`src/rtl/m3i_pkg.sv`:
```
`default_nettype none
package m3i_pkg;

  // Fixed field widths
  localparam int unsigned ElemW     = 16;
  localparam int unsigned DetOutW   = 48;
  localparam int unsigned ProdW     = 2 * ElemW;       // entry x entry
  localparam int unsigned AdjW      = ProdW + 1;       // difference of two products
  localparam int unsigned DetProdW  = ElemW + AdjW;    // entry x cofactor
  localparam int unsigned DetW      = DetProdW + 1;    // sum of three, exact
  localparam int unsigned QuotW     = 17;              // quotient bits kept before clamp
  localparam int unsigned NumEntries = 9;
  localparam int unsigned DefFracBits = 8;

  typedef logic [3:0] idx_t;

  // Adjugate entry k = m[p0]*m[p1] - m[p2]*m[p3], row-major m[3*i+j]
  localparam idx_t AdjIdx [NumEntries][4] = '{
    '{4'd4, 4'd8, 4'd5, 4'd7},
    '{4'd2, 4'd7, 4'd1, 4'd8},
    '{4'd1, 4'd5, 4'd2, 4'd4},
    '{4'd5, 4'd6, 4'd3, 4'd8},
    '{4'd0, 4'd8, 4'd2, 4'd6},
    '{4'd2, 4'd3, 4'd0, 4'd5},
    '{4'd3, 4'd7, 4'd4, 4'd6},
    '{4'd1, 4'd6, 4'd0, 4'd7},
    '{4'd0, 4'd4, 4'd1, 4'd3}
  };

  typedef logic signed [ElemW-1:0] elem_t;
  typedef logic signed [AdjW-1:0]  adj_t;
  typedef logic signed [DetW-1:0]  det_t;

  typedef struct packed {
    logic signed [ElemW-1:0] a00;
    logic signed [ElemW-1:0] a01;
    logic signed [ElemW-1:0] a02;
    logic signed [ElemW-1:0] a10;
    logic signed [ElemW-1:0] a11;
    logic signed [ElemW-1:0] a12;
    logic signed [ElemW-1:0] a20;
    logic signed [ElemW-1:0] a21;
    logic signed [ElemW-1:0] a22;
  } mat_t;

  typedef struct packed {
    logic signed [ElemW-1:0]   r00;
    logic signed [ElemW-1:0]   r01;
    logic signed [ElemW-1:0]   r02;
    logic signed [ElemW-1:0]   r10;
    logic signed [ElemW-1:0]   r11;
    logic signed [ElemW-1:0]   r12;
    logic signed [ElemW-1:0]   r20;
    logic signed [ElemW-1:0]   r21;
    logic signed [ElemW-1:0]   r22;
    logic signed [DetOutW-1:0] determinant;
    logic                      singular;
  } res_t;

endpackage
`default_nettype wire

```
`src/rtl/m3i_div_lane.sv`:
```
`default_nettype none
// One inverse entry: rounded adj * 2^(2F) / det, restoring divider,
// one quotient bit per stage.
module m3i_div_lane #(
  parameter int unsigned FRAC_BITS = m3i_pkg::DefFracBits
) (
  input  wire logic           clk_i,
  input  wire logic           en_i,
  input  wire m3i_pkg::adj_t  adj_i,
  input  wire m3i_pkg::det_t  det_i,
  output logic signed [m3i_pkg::ElemW-1:0] inv_o
);
  import m3i_pkg::*;

  localparam int unsigned MagW = ProdW;                 // |adj| <= 2^31
  localparam int unsigned NumW = MagW + 2 * FRAC_BITS;
  localparam int unsigned DenW = DetOutW + 1;           // 2*|det|
  localparam int unsigned NW   = (NumW + 2 > DenW) ? NumW + 2 : DenW + 1;
  localparam int unsigned RemW = DenW + 1;

  logic [MagW-1:0]    adj_mag;
  logic [DetW-1:0]    det_neg;
  logic [DetOutW-1:0] det_mag;
  logic [DenW-1:0]    den;
  logic [NW-1:0]      numer;
  logic [NW-1:0]      numer_hi;

  logic [RemW-1:0]  rem_q  [QuotW+1];
  logic [QuotW-1:0] low_q  [QuotW+1];
  logic [QuotW-1:0] quo_q  [QuotW+1];
  logic [DenW-1:0]  den_q  [QuotW+1];
  logic             neg_q  [QuotW+1];
  logic             ovf_q  [QuotW+1];
  logic             zero_q [QuotW+1];

  // operand prep: magnitudes, rounding offset, range check
  always_comb begin
    adj_mag  = adj_i[AdjW-1] ? MagW'(-adj_i) : MagW'(adj_i);
    det_neg  = -det_i;
    det_mag  = det_i[DetW-1] ? det_neg[DetOutW-1:0] : det_i[DetOutW-1:0];
    den      = {det_mag, 1'b0};
    numer    = NW'({adj_mag, {(2 * FRAC_BITS + 1){1'b0}}}) + NW'(det_mag);
    numer_hi = numer >> QuotW;
  end

  always_ff @(posedge clk_i) begin
    if (en_i) begin
      rem_q[0]  <= RemW'(numer_hi);
      low_q[0]  <= numer[QuotW-1:0];
      quo_q[0]  <= '0;
      den_q[0]  <= den;
      neg_q[0]  <= adj_i[AdjW-1] ^ det_i[DetW-1];
      ovf_q[0]  <= numer_hi >= NW'(den);
      zero_q[0] <= det_i == '0;
    end
  end

  // quotient steps
  for (genvar s = 1; s <= QuotW; s++) begin : g_step
    logic [RemW-1:0] trial;
    logic            fits;
    assign trial = {rem_q[s-1][RemW-2:0], low_q[s-1][QuotW-1]};
    assign fits  = trial >= RemW'(den_q[s-1]);
    always_ff @(posedge clk_i) begin
      if (en_i) begin
        rem_q[s]  <= fits ? trial - RemW'(den_q[s-1]) : trial;
        low_q[s]  <= {low_q[s-1][QuotW-2:0], 1'b0};
        quo_q[s]  <= {quo_q[s-1][QuotW-2:0], fits};
        den_q[s]  <= den_q[s-1];
        neg_q[s]  <= neg_q[s-1];
        ovf_q[s]  <= ovf_q[s-1];
        zero_q[s] <= zero_q[s-1];
      end
    end
  end

  // sign, clamp, singular zero
  logic [QuotW-1:0] q_fin;
  logic [QuotW-1:0] q_clamp;
  logic [QuotW-1:0] q_negd;
  logic [ElemW-1:0] inv_d;

  always_comb begin
    q_fin  = quo_q[QuotW];
    if (neg_q[QuotW]) begin
      q_clamp = (ovf_q[QuotW] || q_fin > QuotW'(32768)) ? QuotW'(32768) : q_fin;
      q_negd  = -q_clamp;
      inv_d   = q_negd[ElemW-1:0];
    end else begin
      q_clamp = (ovf_q[QuotW] || q_fin > QuotW'(32767)) ? QuotW'(32767) : q_fin;
      q_negd  = q_clamp;
      inv_d   = q_clamp[ElemW-1:0];
    end
    if (zero_q[QuotW]) begin
      inv_d = '0;
    end
  end

  always_ff @(posedge clk_i) begin
    if (en_i) begin
      inv_o <= inv_d;
    end
  end

endmodule
`default_nettype wire

```
`config.mk`:
```
export PLATFORM = sky130hd
export DESIGN_NAME = m3i_div_lane
export DESIGN_NICKNAME = d
export VERILOG_FILES = /design/src/rtl/m3i_pkg.sv /design/src/rtl/m3i_div_lane.sv
export SDC_FILE = /design/constraint.sdc
export NUM_CORES = 2
export LEC_CHECK = 0
export BUFFER_PORTS_ARGS = -buffer_cell sky130_fd_sc_hd__buf_4
export CORE_MARGIN = 1
export CORE_UTILIZATION = 30
export DETAILED_ROUTE_END_ITERATION = 16
export RECOVER_POWER = 25
export SYNTH_ARGS = -nofsm -noshare
export SYNTH_HDL_FRONTEND = slang
export SYNTH_SLANG_ARGS = --single-unit
```
`constraint.sdc`:
```
create_clock -name clk_i -period 8.2 [get_ports clk_i]
set_clock_uncertainty 0.15 [all_clocks]
set_input_delay 1.64 -clock clk_i [delete_from_list [all_inputs] [get_ports clk_i]]
set_output_delay 1.64 -clock clk_i [all_outputs]
set_load 0.02 [all_outputs]
```
==> qor.csv <==
stage,metric,value,unit
timing,tns,0,ps
clocking,htree_levels,4,
die,die_w,614.7,um
clocking,cts_root_buffer,clkbuf_16,
die,die_area,0.3778,mm^2
final_layout,fin_util,0.3377,
synth,async_reset_ff_frac,0,
final_layout,regArea,0.05525,mm^2
detailed_routing,num_vias,77240,
timing,tightest_slew,1142,ps
die,start_util,0.3019,
worst_setup_path,reg2reg_slack,2690,ps
placed_design,port_buffers,100,
die,pin_count,101,
final_layout,layout-drive-gt1-share,0.09030,
synth,synthMuxAreaShare,0.04097,
detailed_routing,drtIter0Drc,4231,
clocking,cts-buffers-inserted,209,
worst_setup_path,start_kind,primary input,
clocking,clock_latency,880,ps
synth,synth-simple-area-share,0.09886,
worst_hold_path,min_path_cells,0,
synth,synth_top_family_by_area,compound AO/OA/AOI/OAI gates,
timing,slew_headroom,0.2388,
synth,synth_area,0.1126,mm^2
synth,syn-instance-count,10540,
clocking,post_cts_buffers,0,
timing,worst_slack,1070,ps
run_status,status,finished clean,
synth,synth_nets,11510,
placed_design,dp_hpwl,219100,um
grt,antenna_found_initial,3,
detailed_routing,drt_wl_total,280200,um
timing,hold-worst-slack,221.8,ps
synth,syn_area_per_cell,10.68,um^2
worst_setup_path,rr_startpoint,den_q[13][8],
clocking,cts.repair.resized,0,
die,rows,224,
worst_setup_path,cp-endpoint,ovf_q[0],
clocking,cts_sinks,1840,
final_layout,layout.filler_cells,37460,
synth,yosys.area.top_type_share,0.4907,
worst_setup_path,crit_fanout,4,
timing,finalCritPeriodShare,0.8695,
detailed_routing,drtAntennaViolNets,0,
power,power_density,371.2,mW/mm^2
final_layout,layout.nets,11600,
synth,synthFlopType,edfxtp_1,
placed_design,pre_cts_slack,162.3,ps
grt,grt_first_pass_wirelength,432700,um
die,core,0.3730,mm^2
synth,synth.distinct_cells,87,
clocking,cts_hold_buf,0,
synth,synth-edff-count,1840,
grt,overflow,0,
timing,finalHoldViolCount,0,
synth,synth_seq_area_share,0.4907,
timing,rsz0062_at_grt,no,
grt,first_global_vias,77250,
die,die_h,614.7,um
power,ir_drop,0.0001971,V
placed_design,gp_congestion,0.9143,
grt,grt_max_degree,193,
synth,synth_xor_area_frac,0.06044,
final_layout,multiInputGateArea,0.05216,mm^2
detailed_routing,dr.pass1.iters,6,
timing,period_minus_slack,7130,ps
worst_setup_path,criticalPathCategory,primary input to flop,
clocking,clk_pin_slew,60,ps
synth,synth_largest_area_cell,edfxtp_1,
timing,slew_violations,0,
clocking,clockBufferDepth,4,
synth,yosysWarnings,0,
worst_setup_path,reg2reg_depth,14,
worst_hold_path,min_path_type,flop to flop,
detailed_routing,viasPerCell,4.901,
synth,synth.area.top_cells,"edfxtp_1, ha_1, a21oi_1",
final_layout,area_growth,11.89,%
power,power_leakage,51.06,nW
detailed_routing,drc,0,
worst_setup_path,end_kind,flop,
worst_setup_path,arrival,7690,ps
grt,grt_usage,0.1434,
detailed_routing,wire_per_inst,17.78,um
worst_setup_path,worstPathRequired,8760,ps
worst_setup_path,startpoint,det_i[5],
timing,setup_viol,0,
clocking,tritoncts,yes,
synth,synth-compound-area-share,0.1631,
timing,fmax,140.3,MHz
worst_setup_path,r2r-end,rem_q[14][15],
job,max-cap-violations,0,
power,total_power,0.04677,W
synth,synth_fa_ha_area_frac,0.09925,
synth,synth-seq-cells,1840,
worst min path at each step:
stage	from	slack [ps]	endpoint
after global routing	quo_q[10][3]	210	quo_q[11][4]
after global placement	quo_q[10][9]	250	quo_q[11][10]
final	quo_q[15][13]	220	quo_q[16][14]
after floorplan	neg_q[9]	250	neg_q[10]
after detailed placement	neg_q[14]	250	neg_q[15]
after CTS	quo_q[10][3]	220	quo_q[11][4]
metal layers:
metal  vias up  share of wire  track usage  routed length [um]
met4         0          0.071      0.09091               19780
met2      1407           0.49       0.2591              137800
li1      38840              -            -                   -
met5         -              0            0                   0
met1     36370           0.41       0.1599              114300
met3       627          0.030      0.01656                8298
sequential cells by signal, indices dropped and copies added, names as in the netlist:
| name | count |
|---|---|
| ovf_q | 18 |
| rem_q | 817 |
| quo_q | 153 |
| inv_o | 16 |
| neg_q | 18 |
| zero_q | 18 |
| low_q | 136 |
| den_q | 664 |
layout by cell type (no fill, tap or decap), types with 82 or more instances in the layout:
cell type  Yosys  routed
inv_1       1053    1053
o21a_1       104     102
ha_1         866     866
a21o_1       521     521
xor2_1       292     292
nand3_1      175     175
mux2_2       383     383
a211oi_1      82      82
edfxtp_1    1840    1840
buf_4          1     199
clkbuf_16      0     212
o21bai_1     121     120
a21oi_1      903     902
nand2_1      756     756
nand2b_1     111     111
nand4_1      192     192
xnor2_1      485     485
nor3_1       123     123
nor2_1       510     509
nor2b_1      126     126
o21ai_0      679     679
area by class of cell:
type	count	area share
clock inverter	127	0.009872
clock buffer	243	0.04303
multi-input combinational	7312	0.4140
inverter	1054	0.03140
sequential	1840	0.4386
timing repair buffer	210	0.01367
antenna	2	0.00003973
tap	4972	0.04938
metrics by stage:
stage,instances,area (um^2)
3_3_place_gp,15390,119300
5_1_grt,15760,126000
6_report,15760,126000
3_5_place_dp,15390,119300
2_1_floorplan,10540,112600
4_1_cts,15760,126000
cell families after synthesis:
| family | count (synthesis) |
|---|---|
| adders and majority gates | 883 |
| and+or+nand+nor | 2313 |
| AOI/OAI and AO/OA | 2926 |
| buffers and inverters | 1391 |
| DFF | 1840 |
| muxes | 413 |
| xor gates and xnor gates | 777 |
power breakdown:
| part | switching, W | internal, W | total (W) |
|---|---|---|---|
| sequential | 0.00158 | 0.0139 | 0.0155 |
| clock | 0.00384 | 0.00543 | 0.00927 |
| combinational | 0.0126 | 0.00940 | 0.0220 |
Yosys cell counts, drive strengths merged (84+ instances only):
cell type	count
a21o	521
nand3	175
nand4	192
o21bai	121
xnor2	485
a211oi	84
nor2b	126
mux2	383
nor2	510
ha	866
xor2	292
nand2	756
clkbuf	291
o21ai	689
nand2b	114
edfxtp	1840
a21oi	903
o21a	104
nor3	123
inv	1054
critical path, cell delays in order:
cell and delay (ps):
buf_4 120, or4_1 610, nor3_1 170, buf_4 160, nand2_1 70, buf_4 140
o31ai_1 190, buf_4 170, xor2_1 230, inv_1 130, ha_1 350, a21oi_1 200
o211ai_1 110, a31o_2 260, a311o_1 390, a221o_1 340, a41oi_1 280, o211ai_1 270
a31oi_1 310, or3b_1 370, o211a_1 150, ha_1 300, nand4_1 120, nor4_1 230
o21ai_0 160, a211oi_1 210
Note: power is estimated with default switching activity, not from simulation.
